--- config.mk ---
export PLATFORM = sky130hd
export DESIGN_NAME = serial_command_thermostat_core
export DESIGN_NICKNAME = d
export VERILOG_FILES = /design/src/rtl/sct_pkg.sv /design/src/rtl/serial_command_thermostat_core.sv
export SDC_FILE = /design/constraint.sdc
export NUM_CORES = 1
export LEC_CHECK = 0
export BUFFER_PORTS_ARGS = -buffer_cell sky130_fd_sc_hd__buf_4
export CORE_MARGIN = 2
export CORE_UTILIZATION = 40
export CTS_CLUSTER_DIAMETER = 50
export CTS_CLUSTER_SIZE = 25
export DETAILED_ROUTE_END_ITERATION = 7
export GPL_TIMING_DRIVEN = 1
export PLACE_DENSITY_LB_ADDON = 0.3
export SYNTH_ARGS = -nofsm -noshare
export SYNTH_HDL_FRONTEND = slang
export SYNTH_SLANG_ARGS = --single-unit
--- constraint.sdc ---
create_clock -name clock -period 2.7 [get_ports clock]
set_clock_uncertainty 0.05 [all_clocks]
set_input_delay 0.54 -clock clock [delete_from_list [all_inputs] [get_ports clock]]
set_output_delay 0.54 -clock clock [all_outputs]
set_load 0.1 [all_outputs]
--- src/rtl/sct_pkg.sv ---
// ----------------------------------------------------------------------------
// Serial command thermostat package
// Shared transfer types, mode codes, register indexes and character codes.
// ----------------------------------------------------------------------------
package sct_pkg;

   localparam int SAMPLE_W = 10;
   localparam int LEVEL_W  = 10;
   localparam int CSR_ADDR_W = 1;
   localparam int KEEP_CHARS = 3;

   localparam logic [1:0] MODE_BYTE   = 2'd0;
   localparam logic [1:0] MODE_SAMPLE = 2'd1;
   localparam logic [1:0] MODE_BUTTON = 2'd2;

   localparam logic [CSR_ADDR_W-1:0] CSR_FAN_ON_LEVEL  = 1'd0;
   localparam logic [CSR_ADDR_W-1:0] CSR_FAN_OFF_LEVEL = 1'd1;

   localparam logic [LEVEL_W-1:0] FAN_ON_LEVEL_RST  = 10'd81;
   localparam logic [LEVEL_W-1:0] FAN_OFF_LEVEL_RST = 10'd60;

   localparam logic [7:0] CHAR_CR  = 8'h0D;
   localparam logic [7:0] CHAR_L   = 8'h4C;
   localparam logic [7:0] CHAR_G   = 8'h47;
   localparam logic [7:0] CHAR_D   = 8'h44;
   localparam logic [7:0] CHAR_A   = 8'h41;
   localparam logic [7:0] CHAR_ONE = 8'h31;
   localparam logic [7:0] CHAR_FOUR = 8'h34;

   typedef struct packed {
      logic [1:0]          mode;
      logic [7:0]          rx_byte;
      logic [SAMPLE_W-1:0] temp_sample;
   } req_type;

   typedef struct packed {
      logic [3:0] led_bits;
      logic       heater_on;
      logic       fan_on;
      logic       line_ended;
      logic       command_hit;
   } rsp_type;

endpackage

--- src/rtl/serial_command_thermostat_core.sv ---
// ----------------------------------------------------------------------------
// Serial command thermostat core
// Collects serial command lines, evaluates LED and heater commands on carriage
// return, and drives heater and fan from temperature samples and a button.
// ----------------------------------------------------------------------------
// An accepted input transfer has its result in the output register from the next clock.
// Throughput: one item per cycle if not stalled; the state update is a single compare stage.
// The output register frees itself in the cycle its result is taken.
// Reset: line buffer, LEDs, heater and fan clear; levels return to 81 and 60.

module serial_command_thermostat_core #(
   parameter int LINE_DEPTH = 5
) (
   input  logic                              clock,
   input  logic                              reset,
   input  logic                              req_valid,
   output logic                              req_ready,
   input  sct_pkg::req_type                  req_data,
   output logic                              rsp_valid,
   input  logic                              rsp_ready,
   output sct_pkg::rsp_type                  rsp_data,
   input  logic                              csr_we,
   input  logic [sct_pkg::CSR_ADDR_W-1:0]    csr_addr,
   input  logic [sct_pkg::LEVEL_W-1:0]       csr_wdata
);

   localparam int CNT_W = $clog2(LINE_DEPTH + 1);
   localparam logic [CNT_W-1:0] CNT_MAX = CNT_W'(LINE_DEPTH);

   logic [sct_pkg::LEVEL_W-1:0] fan_on_level_ff, fan_off_level_ff;
   logic [7:0]        line_ff [sct_pkg::KEEP_CHARS];
   logic [7:0]        line_in [sct_pkg::KEEP_CHARS];
   logic [CNT_W-1:0]  count_ff, count_in;
   logic [3:0]        led_ff, led_in;
   logic              heater_ff, heater_in;
   logic              fan_ff, fan_in;
   logic              rsp_valid_ff, rsp_valid_in;
   sct_pkg::rsp_type  rsp_ff, rsp_in;

   logic              req_fire;
   logic              is_cr, hit, ended;
   logic              prefix_lg, prefix_dg, digit_ok;
   logic [7:0]        digit_off;
   logic [3:0]        led_mask;

   assign req_ready = !rsp_valid_ff || rsp_ready;
   assign req_fire  = req_valid && req_ready;
   assign rsp_valid = rsp_valid_ff;
   assign rsp_data  = rsp_ff;

   assign is_cr     = req_data.rx_byte == sct_pkg::CHAR_CR;
   assign prefix_lg = line_ff[0] == sct_pkg::CHAR_L && line_ff[1] == sct_pkg::CHAR_G;
   assign prefix_dg = line_ff[0] == sct_pkg::CHAR_D && line_ff[1] == sct_pkg::CHAR_G;
   assign digit_ok  = line_ff[2] >= sct_pkg::CHAR_ONE && line_ff[2] <= sct_pkg::CHAR_FOUR;
   assign digit_off = line_ff[2] - sct_pkg::CHAR_ONE;
   assign led_mask  = 4'b0001 << digit_off[1:0];

   always_comb begin
      line_in   = line_ff;
      count_in  = count_ff;
      led_in    = led_ff;
      heater_in = heater_ff;
      fan_in    = fan_ff;
      hit       = 1'b0;
      ended     = 1'b0;
      case (req_data.mode)
         sct_pkg::MODE_BYTE: begin
            if (is_cr) begin
               ended = 1'b1;
               if (prefix_lg && digit_ok) begin
                  led_in = led_ff | led_mask;
                  hit    = 1'b1;
               end else if (prefix_lg && line_ff[2] == sct_pkg::CHAR_A) begin
                  heater_in = 1'b1;
                  hit       = 1'b1;
               end else if (prefix_dg && digit_ok) begin
                  led_in = led_ff & ~led_mask;
                  hit    = 1'b1;
               end
               for (int i = 0; i < sct_pkg::KEEP_CHARS; i++) begin
                  line_in[i] = 8'd0;
               end
               count_in = '0;
            end else if (count_ff < CNT_MAX) begin
               for (int i = 0; i < sct_pkg::KEEP_CHARS; i++) begin
                  if (count_ff == CNT_W'(i)) begin
                     line_in[i] = req_data.rx_byte;
                  end
               end
               count_in = count_ff + CNT_W'(1);
            end
         end
         sct_pkg::MODE_SAMPLE: begin
            if (req_data.temp_sample >= fan_on_level_ff) begin
               heater_in = 1'b0;
               fan_in    = 1'b1;
            end
            if (req_data.temp_sample <= fan_off_level_ff) begin
               fan_in = 1'b0;
            end
         end
         sct_pkg::MODE_BUTTON: begin
            heater_in = 1'b1;
         end
         default: begin
         end
      endcase
      rsp_in.led_bits    = led_in;
      rsp_in.heater_on   = heater_in;
      rsp_in.fan_on      = fan_in;
      rsp_in.line_ended  = ended;
      rsp_in.command_hit = hit;
      rsp_valid_in       = req_fire || (rsp_valid_ff && !rsp_ready);
   end

   always_ff @(posedge clock) begin
      if (reset) begin
         fan_on_level_ff  <= sct_pkg::FAN_ON_LEVEL_RST;
         fan_off_level_ff <= sct_pkg::FAN_OFF_LEVEL_RST;
      end else if (csr_we) begin
         unique case (csr_addr)
            sct_pkg::CSR_FAN_ON_LEVEL:  fan_on_level_ff  <= csr_wdata;
            sct_pkg::CSR_FAN_OFF_LEVEL: fan_off_level_ff <= csr_wdata;
            default: begin
            end
         endcase
      end
   end

   always_ff @(posedge clock) begin
      if (reset) begin
         for (int i = 0; i < sct_pkg::KEEP_CHARS; i++) begin
            line_ff[i] <= 8'd0;
         end
         count_ff     <= '0;
         led_ff       <= 4'd0;
         heater_ff    <= 1'b0;
         fan_ff       <= 1'b0;
         rsp_valid_ff <= 1'b0;
      end else begin
         rsp_valid_ff <= rsp_valid_in;
         if (req_fire) begin
            line_ff   <= line_in;
            count_ff  <= count_in;
            led_ff    <= led_in;
            heater_ff <= heater_in;
            fan_ff    <= fan_in;
         end
      end
   end

   always_ff @(posedge clock) begin
      if (req_fire) begin
         rsp_ff <= rsp_in;
      end
   end

   a_hit_needs_line_end: assert property (@(posedge clock) disable iff (reset)
      rsp_valid |-> (rsp_data.line_ended || !rsp_data.command_hit))
      else $error("command hit reported without a line end");

   a_hot_sample: assert property (@(posedge clock) disable iff (reset)
      (req_fire && req_data.mode == sct_pkg::MODE_SAMPLE
       && req_data.temp_sample >= fan_on_level_ff
       && req_data.temp_sample > fan_off_level_ff)
      |=> (rsp_valid && rsp_data.fan_on && !rsp_data.heater_on))
      else $error("hot sample did not start the fan and stop the heater");

   a_button_heater: assert property (@(posedge clock) disable iff (reset)
      (req_fire && req_data.mode == sct_pkg::MODE_BUTTON) |=> rsp_data.heater_on)
      else $error("button press did not turn the heater on");

   a_reset_empty: assert property (@(posedge clock)
      reset |=> !rsp_valid)
      else $error("result valid right after reset");

   a_count_bound: assert property (@(posedge clock) disable iff (reset)
      count_ff <= CNT_MAX)
      else $error("line count past its depth");

endmodule
After elaboration in Yosys (flattened, before gate mapping). Cells that the tools add are included.

Bits in registers: 62. Input port bits: 36. Output and inout port bits: 10. Logic and storage cells: 85.

$add $sub $neg: 2. Order comparisons: 5. Eq/ne operators: 9. Shift-type cells: 1. Muxes and demuxes: 24. Bitwise gates (word level): 4. Reduce and logical (&&, ||, !) cells: 25.

Operator list (number): 2-to-1 mux 24 bit (2); == test 8 x 7 -> 1 bit, second input constant (4); 2-to-1 mux 8 bit (3); 2-to-1 mux 4 bit (5); AND reduction 4 bit (3); 2-to-1 mux 1 bit (11); greater-or-equal comparator 10 bit (1); <= comparator 10 bit (1); == test 8 x 4 -> 1 bit, second input constant (1); greater-or-equal comparator 8 x 6 -> 1 bit, second input constant (1); <= comparator 8 x 6 -> 1 bit, second input constant (1); logical AND 1 bit (8); nonzero test 2 bit (4); 2-to-1 mux 3 bit (2); AND reduction 2 bit (3); bitwise AND 4 bit (1); NOT 4 bit (1); OR 4 bit (1); left shift 1 x 2 -> 4 bit, first input constant (1); adder 3 x 1 -> 3 bit, second input constant (1); == test 3 x 1 -> 1 bit, second input constant (1); == test 3 x 2 -> 1 bit, second input constant (1); logical NOT 3 bit (1); < comparator 3 bit, second input constant (1); other kinds (9) (11).

Depth between registers and ports, before layout. Gate-level depths: netlist of the first run.

Depth in word-level cells: 9. Gate-level depth with buffers: 7.

Worst setup path after synthesis of the first run. OpenSTA, ideal clock, no wires.

Path kind: register -> register. From: reg rsp_valid_ff (netlist: rsp_valid). To: reg count_ff[1]. Library setup time: 0.065 ns. Arrival: 2.971 ns. Data required time: 2.585 ns. Setup slack: -0.386 ns. Stages on the path, launching flop included: 6. Path buffers: 0. Clock period less this slack: 3.086 ns. Cell sequence: dfxtp_1 -> nand2b_1 -> nand3_1 -> o21bai_1 -> mux2_2 -> nor2_1.

Cells in the longest elaborated chain, start to end: 4.

Ends and longest elaborated chain: from (decl) (RTL line serial_command_thermostat_core.sv:37) `logic rsp_valid_ff, rsp_valid_in;`; from (signal assigned) (RTL line serial_command_thermostat_core.sv:141) `rsp_valid_ff <= rsp_valid_in;`; logical NOT 1 bit (RTL line serial_command_thermostat_core.sv:46) `assign req_ready = !rsp_valid_ff || rsp_ready;`; logical OR 1 bit (RTL line serial_command_thermostat_core.sv:46); net req_ready (RTL line serial_command_thermostat_core.sv:17) `output logic req_ready,`; logical AND 1 bit (RTL line serial_command_thermostat_core.sv:47) `assign req_fire = req_valid && req_ready;`; AND reduction 3 bit (no line); to (signal assigned) (RTL line serial_command_thermostat_core.sv:144) `count_ff <= count_in;`; to (decl) (RTL line serial_command_thermostat_core.sv:33) `logic [CNT_W-1:0] count_ff, count_in;`.

The timed path passes the listed nets, and every way through them passes these cells. A chain may end at the register's enable or synchronous reset.

Worst setup path in the final report of the first run.
From: reg fan_on_level_ff[9] in the netlist's numbering. To: reg rsp_ff, in the netlist rsp_data[3], data pin.

Cells in the longest elaborated chain, start to end: 3.

Ends and longest elaborated chain: from (decl) (RTL line serial_command_thermostat_core.sv:30) `logic [sct_pkg::LEVEL_W-1:0] fan_on_level_ff, fan_off_level_ff;`; from (signal assigned) (RTL line serial_command_thermostat_core.sv:118) `fan_on_level_ff <= sct_pkg::FAN_ON_LEVEL_RST;`; from (signal assigned) (RTL line serial_command_thermostat_core.sv:122) `sct_pkg::CSR_FAN_ON_LEVEL: fan_on_level_ff <= csr_wdata;`; greater-or-equal comparator 10 bit (RTL line serial_command_thermostat_core.sv:94) `if (req_data.temp_sample >= fan_on_level_ff) begin`; 2-to-1 mux 1 bit (RTL line serial_command_thermostat_core.sv:94); one-hot mux 1 bit (3 select lines) (RTL line serial_command_thermostat_core.sv:66) `case (req_data.mode)`; net heater_in (RTL line serial_command_thermostat_core.sv:35) `logic heater_ff, heater_in;`; to (signal assigned) (RTL line serial_command_thermostat_core.sv:154) `rsp_ff <= rsp_in;`; to (decl) (RTL line serial_command_thermostat_core.sv:38) `sct_pkg::rsp_type rsp_ff, rsp_in;`.

The timed path passes the listed nets, and every way through them passes these cells.

==> metrics.json, run 1 <==
{
  "outcome": "completed",
  "placeableCoreArea_mm2": 0.007727,
  "switchingPower_mw": 0.6001,
  "setup.reg_to_reg.worst_slack_ns": 0.67,
  "cts-hold-fix-buffers": 0,
  "post_synth_xor_area_fraction_pct": 0.2752,
  "crit-reg2reg-launch": "fan_on_level_ff[9]",
  "arrival_ns": 2.07,
  "synth.avg_cell_area_um2": 9.043,
  "power.density_cell_area_mw_per_mm2": 554.0,
  "chipHeight_um": 93.21,
  "ctsLongestPathBuffers": 2,
  "final.fill_count": 741,
  "maximum_ir_drop_on_the_vdd_rail_mv": 0.3640,
  "yosys_register_bits": 62,
  "cts.htree.levels": 3,
  "maxSlewHeadroom_pct": 62.01,
  "finalSetupTns_ns": 0,
  "postLayoutCoreUtil_pct": 49.32,
  "synth-async-reset-ratio_pct": 0,
  "power.clock.fraction_pct": 39.6,
  "hold_path_class": "input port to flip-flop",
  "synth-edff-count": 8,
  "power.share.sequential_pct": 46.4,
  "worst_r2r_endpoint": "rsp_data[3]",
  "postSynth.topFlopCell": "sky130_fd_sc_hd__dfxtp_1",
  "final_weighted_congestion_in_routability_driven_placement": 0.8746,
  "actual_transition_at_the_worst_max_transition_pin_ns": 0.5698,
  "port-buffer-count": 45,
  "aggregate_global_routing_overflow": 0,
  "reg2regPathDepth": 7,
  "yosys_warnings": 0,
  "holdPathEnd": "fan_on_level_ff[0]",
  "max-cap-violations": 0,
  "ios": 46,
  "cts_tree": "yes",
  "post_synth_fa_ha_maj_area_fraction_pct": 9.434,
  "start_util_pct": 41.19,
  "synth_simple_gate_area_share_pct": 22.64,
  "grt_setup_unrepaired": "no",
  "critical_path_class": "flip-flop to flip-flop",
  "final_number_of_max_transition_violations": 0,
  "final_net_count": 458,
  "clock_tree.root_cell": "sky130_fd_sc_hd__clkbuf_8",
  "post-place-cells": 489,
  "grt_first_pass_wirelength_um": 11130,
  "critical_path_required_ns": 2.74,
  "totalWireLength_um": 6678,
  "antenna_violations_before_repair": 0,
  "synth_mux_area_share_pct": 9.237,
  "complex_gate_fraction_of_the_synthesized_area_pct": 11.95,
  "combPwrFrac_pct": 14.0,
  "ys_seq_area_share_pct": 41.51,
  "path_clk_slew_ns": 0.08,
  "syn_nets": 412,
  "power.switching_fraction_pct": 28.42,
  "hpwl_um": 4945,
  "vias_per_cell": 5.030,
  "detailedRoute.firstPassIterationCount": 4,
  "drt.antenna.violating_nets": 0,
  "p_int_mw": 1.511,
  "dominant_combinational_cell_family_by_area_after_synthesis": "simple AND/OR/NAND/NOR gates",
  "netlist-cell-type-count": 50,
  "numCtsBuffers": 9,
  "cts.repair_timing.setup_buffer_count": 0,
  "cp_max_fo": 3,
  "detailroute.via_count": 2540,
  "antenna_cells": 0,
  "hp-start": "csr_wdata[0]",
  "setup_viol": 0,
  "area_growth_pct": 19.73,
  "first_global_vias": 2401,
  "drive_above_1_share_pct": 19.85,
  "hold-path-cell-count": 3,
  "die_area_mm2": 0.008687,
  "residual_drc": 0,
  "resized_after_cts": 0,
  "worst_setup_path_start_kind": "flip-flop",
  "final_hold_viol_count": 0,
  "layout.cells.non_filler": 505,
  "period_minus_slack_ns": 2.032,
  "maxClockFrequency_mhz": 492.2,
  "placementRows": 32,
  "globalRouteTotalUtil_pct": 16.36,
  "p_leak_nw": 1.584,
  "finalCritPeriodShare_pct": 75.26,
  "wl_per_cell_um": 13.22,
  "clock_sinks": 62,
  "clock_latency_ns": 0.34,
  "pin_count_of_the_biggest_net_entering_global_routing": 56,
  "dr.first_iter.drc_count": 94,
  "dieWidth_um": 93.21,
  "post_synth_inst_count": 352,
  "synth.cell_area_mm2": 0.003183,
  "setup.worst_path.end_class": "flip-flop"
}
==> cells in the mapped netlist, types with 5 or more instances <==
master,count,share of area (%)
sky130_fd_sc_hd__a21oi_1,27,4.2
sky130_fd_sc_hd__clkbuf_1,8,0.94
sky130_fd_sc_hd__dfxtp_1,54,34
sky130_fd_sc_hd__edfxtp_1,8,7.5
sky130_fd_sc_hd__ha_1,24,9.4
sky130_fd_sc_hd__inv_1,27,3.2
sky130_fd_sc_hd__mux2i_1,26,8.2
sky130_fd_sc_hd__nand2_1,50,5.9
sky130_fd_sc_hd__nand2b_1,8,1.6
sky130_fd_sc_hd__nand3_1,5,0.79
sky130_fd_sc_hd__nand3b_1,5,1.2
sky130_fd_sc_hd__nand4_1,5,0.98
sky130_fd_sc_hd__nor2_1,36,4.2
sky130_fd_sc_hd__nor3_1,6,0.94
sky130_fd_sc_hd__o21ai_0,8,1.3
==> worst max-delay path, stage by stage, from the launching register on <==
cell and delay (ns):
sky130_fd_sc_hd__dfxtp_1 0.34, sky130_fd_sc_hd__inv_1 0.05, sky130_fd_sc_hd__ha_1 0.30, sky130_fd_sc_hd__nand4_1 0.11, sky130_fd_sc_hd__or3_1 0.38, sky130_fd_sc_hd__o221ai_1 0.30, sky130_fd_sc_hd__a21o_1 0.20, sky130_fd_sc_hd__nand2_1 0.06
==> area by class of cell <==
cell class                 instances  area (um^2)  share of cell area (%)
clock buffer                       9        123.9                   3.250
sequential                        62         1323                   34.70
multi-input combinational        251         1707                   44.78
tap                              102        127.6                   3.349
clock inverter                     7        76.32                   2.003
timing repair buffer              47        352.8                   9.258
inverter                          27        101.3                   2.659
==> how the worst max path moves through the flow <==
stage | end | start | cells past startpoint
after CTS | rsp_data[3] | fan_on_level_ff[9] | 7
after global routing | rsp_data[3] | fan_on_level_ff[7] | 7
after global placement | rsp_data[7] | req_data[14] | 6
after detailed placement | rsp_data[5] | req_data[14] | 6
final | rsp_data[3] | fan_on_level_ff[9] | 7
after floorplan | count_ff[1] | rsp_valid | 5
==> per-layer routing <==
metal	up-vias	GRT usage (%)	wire [um]
met4	0	5.882	83
li1	1306	-	-
met1	1173	20.20	3156
met3	10	4.754	331
met5	-	0	0
met2	51	27.17	3107
==> metrics by stage <==
stage | hold slack, ns | instance area [um^2] | setup slack, ns | power [mW]
floorplan | 0.3863 | 3187 | 0.4239 | 1.195
global placement | 0.3932 | 3611 | 0.3682 | 1.293
detailed placement | 0.3989 | 3611 | 0.3427 | 1.299
CTS | 0.3473 | 3811 | 0.6527 | 2.136
global route | 0.3596 | 3811 | 0.5296 | 2.214
finish | 0.3624 | 3811 | 0.6681 | 2.112
==> logic make-up after synthesis <==
group,count (synthesis)
AOI/OAI and AO/OA,57
DFF,62
adders and majority gates,24
buffers and inverters,39
muxes,29
xor gates and xnor gates,1
and+or+nand+nor,140
==> power by group through the flow <==
stage / logic, mW / clock network [mW] / registers [mW]
floorplan: 0.141 / 0 / 1.05
global placement: 0.292 / 0 / 1.00
detailed placement: 0.296 / 0 / 1.00
CTS: 0.297 / 0.858 / 0.981
global route: 0.326 / 0.903 / 0.985
finish: 0.295 / 0.836 / 0.981
==> sequential cells by signal (all words and copies together), names as in the netlist <==
signal,count
heater_ff,1
fan_off_level_ff,10
line_ff,24
fan_on_level_ff,10
rsp_valid,1
fan_ff,1
count_ff,3
rsp_data,8
led_ff,4
==> placed cells by master (no fill, tap or decap), drive strengths merged, types with 2 or more instances in the layout <==
cell / n
a21oi: 30
mux2: 3
nor2: 36
dfxtp: 54
a21o: 2
edfxtp: 8
nor4b: 2
clkbuf: 9
nand3: 5
clkinv: 2
nand4: 5
nor3: 6
o221ai: 2
o31ai: 2
or3: 2
o21a: 3
a211o: 2
nand2: 51
nand4b: 2
buf: 47
nand3b: 5
inv: 31
o21ai: 8
nor2b: 4
and2: 6
and4: 2
mux2i: 26
nand2b: 8
and4b: 3
ha: 24
Note: power is estimated with default switching activity, not from simulation.
==> run 2, diff against run 1 <==
--- a/config.mk
+++ b/config.mk
@@ -5,6 +5,7 @@
 export SDC_FILE = /design/constraint.sdc
 export NUM_CORES = 1
 export LEC_CHECK = 0
+export ABC_AREA = 1
 export BUFFER_PORTS_ARGS = -buffer_cell sky130_fd_sc_hd__buf_4
 export CORE_MARGIN = 2
 export CORE_UTILIZATION = 40
==> constraint.sdc (replaced) <==
create_clock -name clock -period 2 [get_ports clock]
set_clock_uncertainty 0.05 [all_clocks]
set_input_delay 0.4 -clock clock [delete_from_list [all_inputs] [get_ports clock]]
set_output_delay 0.4 -clock clock [all_outputs]
set_load 0.1 [all_outputs]
==> metrics.json, run 2 <==
{
  "numCtsBuffers": {"value": 9, "change": "unchanged"},
  "final_net_count": {"value": 554, "change": "+21%"},
  "power.switching_fraction": {"value": 30.01, "unit": "%", "change": "+1.6 points"},
  "p_leak": {"value": 1.862, "unit": "nW", "change": "+18%"},
  "synth.cell_area": {"value": 0.003254, "unit": "mm^2", "change": "+2.2%"},
  "post_synth_inst_count": {"value": 443, "change": "+26%"},
  "antenna_cells": {"value": 0, "change": "unchanged"},
  "worst_path_most_repeated_cell": "sky130_fd_sc_hd__nand2_1",
  "final_cell_mix": "82 x sky130_fd_sc_hd__nand2_1, 64 x sky130_fd_sc_hd__inv_1, 53 x sky130_fd_sc_hd__nor2_1, 53 x sky130_fd_sc_hd__dfxtp_1, 49 x sky130_fd_sc_hd__buf_4",
  "synthMostInstantiatedCell": "sky130_fd_sc_hd__nand2_1",
  "outcome": "completed",
  "detailroute.via_count": {"value": 2876, "change": "+13%"},
  "path_clk_slew": {"value": 0.07, "unit": "ns", "change": "about the same"},
  "clock_sinks": {"value": 62, "change": "unchanged"},
  "cts.htree.levels": {"value": 3, "change": "unchanged"},
  "globalRouteTotalUtil": {"value": 17.56, "unit": "%", "change": "+1.2 points"},
  "post_synth_xor_area_fraction": {"value": 0.2691, "unit": "%", "change": "-0.0060 points"},
  "netlist-cell-type-count": {"value": 36, "change": "-28%"},
  "vias_per_cell": {"value": 4.785, "change": "-4.9%"},
  "die_area": {"value": 0.008874, "unit": "mm^2", "change": "+2.1%"},
  "placeableCoreArea": {"value": 0.007807, "unit": "mm^2", "change": "+1.0%"},
  "finalSetupTns": {"value": 0, "unit": "ns", "change": "unchanged"},
  "post-synth-top-area-fraction": {"value": 33.22, "unit": "%", "change": "-0.74 points"},
  "path_cells": "inv_1 > ha_1 > nand2_1 > nor2_1 > and2_1 > nand3_1 > nand2_1 > nand2_1 > nand2_1 > inv_1",
  "placementRows": {"value": 32, "change": "unchanged"},
  "dr.first_iter.drc_count": {"value": 124, "change": "+32%"},
  "synth.avg_cell_area": {"value": 7.346, "unit": "um^2", "change": "-19%"},
  "crit_path_max_incr_delay": {"value": 0.31, "unit": "ns", "change": "-0.07 ns"},
  "hold_path_class": "input port to flip-flop",
  "final_number_of_max_transition_violations": {"value": 0, "change": "unchanged"},
  "ios": {"value": 46, "change": "unchanged"},
  "cts.repair_timing.setup_buffer_count": {"value": 0, "change": "unchanged"},
  "max-cap-violations": {"value": 0, "change": "unchanged"},
  "synth-edff-count": {"value": 8, "change": "unchanged"},
  "place_worst_setup_slack": {"value": 0.1896, "unit": "ns", "change": "-0.1531 ns"},
  "period_minus_slack": {"value": 1.634, "unit": "ns", "change": "-0.3976 ns"},
  "critical-path-slowest-cell": "sky130_fd_sc_hd__dfxtp_1",
  "start_util": {"value": 41.68, "unit": "%", "change": "+0.49 points"},
  "power.clock.fraction": {"value": 33.0, "unit": "%", "change": "-6.6 points"},
  "aggregate_global_routing_overflow": {"value": 0, "change": "unchanged"},
  "finalHoldWorstSlack": {"value": 0.2394, "unit": "ns", "change": "-0.1230 ns"},
  "complex_gate_fraction_of_the_synthesized_area": {"value": 15.07, "unit": "%", "change": "+3.1 points"},
  "first_global_vias": {"value": 2791, "change": "+16%"},
  "wl_per_cell": {"value": 11.72, "unit": "um", "change": "-11%"},
  "port-buffer-count": {"value": 45, "change": "unchanged"},
  "synth_top_area_cell": "sky130_fd_sc_hd__dfxtp_1",
  "dieWidth": {"value": 94.20, "unit": "um", "change": "+1.1%"},
  "actual_transition_at_the_worst_max_transition_pin": {"value": 0.4843, "unit": "ns", "change": "-0.08551 ns"},
  "p_int": {"value": 1.923, "unit": "mW", "change": "+27%"},
  "post-place-cells": {"value": 585, "change": "+20%"},
  "resized_after_cts": {"value": 0, "change": "unchanged"},
  "synth_mux_area_share": {"value": 0, "unit": "%", "change": "-9.2 points"},
  "layout_commonest_cell": "sky130_fd_sc_hd__nand2_1",
  "largest_registers": "line_ff x24, fan_off_level_ff x10, fan_on_level_ff x10",
  "setup.worst_path.end_class": "flip-flop",
  "area_growth_pct": 18.92,
  "ys_seq_area_share": {"value": 40.60, "unit": "%", "change": "-0.91 points"},
  "drt.antenna.violating_nets": {"value": 0, "change": "unchanged"},
  "power.share.sequential": {"value": 49.2, "unit": "%", "change": "+2.8 points"},
  "pin_count_of_the_biggest_net_entering_global_routing": {"value": 45, "change": "-20%"},
  "drive_above_1_share": {"value": 16.23, "unit": "%", "change": "-3.6 points"},
  "critical_path_required": {"value": 2.05, "unit": "ns", "change": "-0.69 ns"},
  "postLayoutCoreUtil": {"value": 49.57, "unit": "%", "change": "+0.25 points"},
  "layout.cells.non_filler": {"value": 601, "change": "+19%"},
  "clock_tree.root_cell": "sky130_fd_sc_hd__clkbuf_8",
  "final_weighted_congestion_in_routability_driven_placement": {"value": 0.8400, "change": "-4.0%"},
  "dominant_combinational_cell_family_by_area_after_synthesis": "simple AND/OR/NAND/NOR gates",
  "postSynth.topFlopCell": "sky130_fd_sc_hd__dfxtp_1",
  "residual_drc": {"value": 0, "change": "unchanged"},
  "syn_nets": {"value": 503, "change": "+22%"},
  "combPwrFrac": {"value": 17.8, "unit": "%", "change": "+3.8 points"},
  "main_area_contributors_after_synthesis": "sky130_fd_sc_hd__dfxtp_1 33%, sky130_fd_sc_hd__nand2_1 9.6%, sky130_fd_sc_hd__ha_1 9.2%",
  "power.density_cell_area": {"value": 710.1, "unit": "mW/mm^2", "change": "+28%"},
  "finalCritPeriodShare": {"value": 81.71, "unit": "%", "change": "+6.5 points"},
  "post_synth_fa_ha_maj_area_fraction": {"value": 9.227, "unit": "%", "change": "-0.21 points"},
  "setup.reg_to_reg.worst_slack": {"value": 0.37, "unit": "ns", "change": "-0.30 ns"},
  "totalWireLength": {"value": 7042, "unit": "um", "change": "+5.5%"},
  "clock_latency": {"value": 0.34, "unit": "ns", "change": "about the same"},
  "cp_max_fo": {"value": 2, "change": "-1"},
  "antenna_violations_before_repair": {"value": 0, "change": "unchanged"},
  "detailedRoute.firstPassIterationCount": {"value": 5, "change": "+1"},
  "synth_simple_gate_area_share": {"value": 24.64, "unit": "%", "change": "+2.0 points"},
  "cts-hold-fix-buffers": {"value": 0, "change": "unchanged"},
  "grt_setup_unrepaired": "no",
  "maximum_ir_drop_on_the_vdd_rail": {"value": 0.3208, "unit": "mV", "change": "-12%"},
  "setup_viol": {"value": 0, "change": "unchanged"},
  "switchingPower": {"value": 0.8247, "unit": "mW", "change": "+37%"},
  "critical_path_class": "flip-flop to flip-flop",
  "synth.cells.most_frequent": "83 x sky130_fd_sc_hd__nand2_1, 64 x sky130_fd_sc_hd__inv_1, 54 x sky130_fd_sc_hd__dfxtp_1",
  "ctsLongestPathBuffers": {"value": 2, "change": "unchanged"},
  "yosys_warnings": {"value": 0, "change": "unchanged"},
  "synth-async-reset-ratio": {"value": 0, "unit": "%", "change": "unchanged"},
  "maxClockFrequency": {"value": 611.9, "unit": "MHz", "change": "+24%"},
  "yosys_register_bits": {"value": 62, "change": "unchanged"},
  "final_hold_viol_count": {"value": 0, "change": "unchanged"},
  "max_ffs_per_register": {"value": 24, "change": "unchanged"},
  "chipHeight": {"value": 94.20, "unit": "um", "change": "+1.1%"},
  "max_flop_register": "line_ff",
  "maxSlewHeadroom": {"value": 67.68, "unit": "%", "change": "+5.7 points"},
  "grt_first_pass_wirelength": {"value": 12050, "unit": "um", "change": "+8.3%"},
  "setup_slack": {"value": 0.3657, "unit": "ns", "change": "-0.3024 ns"},
  "cts_tree": "yes",
  "arrival": {"value": 1.68, "unit": "ns", "change": "-0.39 ns"},
  "hpwl": {"value": 5389, "unit": "um", "change": "+9.0%"},
  "worst_setup_path_start_kind": "flip-flop"
}
-- run 2: cell count changes after synthesis, moves of 5 or more --
cell / previous run / this run
sky130_fd_sc_hd__nor2_1: 36 / 53
sky130_fd_sc_hd__nor3_1: 6 / 1
sky130_fd_sc_hd__nand2b_1: 8 / 0
sky130_fd_sc_hd__clkinv_1: 0 / 5
sky130_fd_sc_hd__o21ai_1: 0 / 16
sky130_fd_sc_hd__o211ai_1: 1 / 6
sky130_fd_sc_hd__o21ai_0: 8 / 26
sky130_fd_sc_hd__inv_1: 27 / 64
sky130_fd_sc_hd__nand2_1: 50 / 83
sky130_fd_sc_hd__nand3_1: 5 / 24
sky130_fd_sc_hd__mux2i_1: 26 / 0
sky130_fd_sc_hd__a21oi_1: 27 / 40
-- run 2: final cells by class --
cell class,count,area [um^2]
clock buffer,9,123.9
clock inverter,7,31.28
fill,784,3938
inverter,75,285.3
multi-input combinational,297,1609
sequential,62,1325
tap,102,127.6
timing repair buffer,49,367.9
-- run 2: through the flow --
| stage | cell area, um^2 | total power, mW |
|---|---|---|
| after global placement | 3715 | 1.859 |
| after floorplan | 3266 | 1.716 |
| after CTS | 3870 | 2.781 |
| after detailed placement | 3715 | 1.871 |
| after global routing | 3870 | 2.903 |
| final | 3870 | 2.748 |
-- run 2: path summary, 6_finish.rpt --
kind / start / end / cells after the start
max: fan_off_level_ff[9] / rsp_data[2] / 10
max reg2reg: fan_off_level_ff[9] / rsp_data[2] / 10
min reg2reg: line_ff[15] / line_ff[15] / 2
min: csr_wdata[4] / fan_on_level_ff[4] / 3
-- run 2: logic make-up (layout without fill, tap and decap cells) --
group                      count (synthesis)  after routing
buffers and inverters                     84            140
DFF                                       62             62
AOI/OAI and AO/OA                         92             92
adders and majority gates                 24             24
xor gates and xnor gates                   1              1
and+or+nand+nor                          180            180
-- run 2: routing by layer --
| metal | wire, um | vias up | global-route usage, % |
|---|---|---|---|
| li1 | - | 1531 | - |
| met1 | 3444 | 1287 | 22.33 |
| met2 | 3183 | 47 | 28.10 |
| met3 | 265 | 11 | 3.772 |
| met4 | 149 | 0 | 8.696 |
| met5 | 0 | - | 0 |
-- run 2: power groups by stage --
stage               Combinational (mW)  Sequential [mW]  Clock, mW
finish                           0.489             1.35      0.907
CTS                              0.493             1.35      0.937
global route                     0.550             1.36      0.995
detailed placement               0.492             1.38          0
global placement                 0.481             1.38          0
floorplan                        0.248             1.47          0
-- run 2: worst max-delay path, delay by kind of cell (launching register included) --
family / cells / cell delay, ns
adder cells (fa/ha/maj): 1 / 0.28
buffers and inverters: 2 / 0.09
flip-flops: 1 / 0.31
AND/OR/NAND/NOR: 7 / 0.68
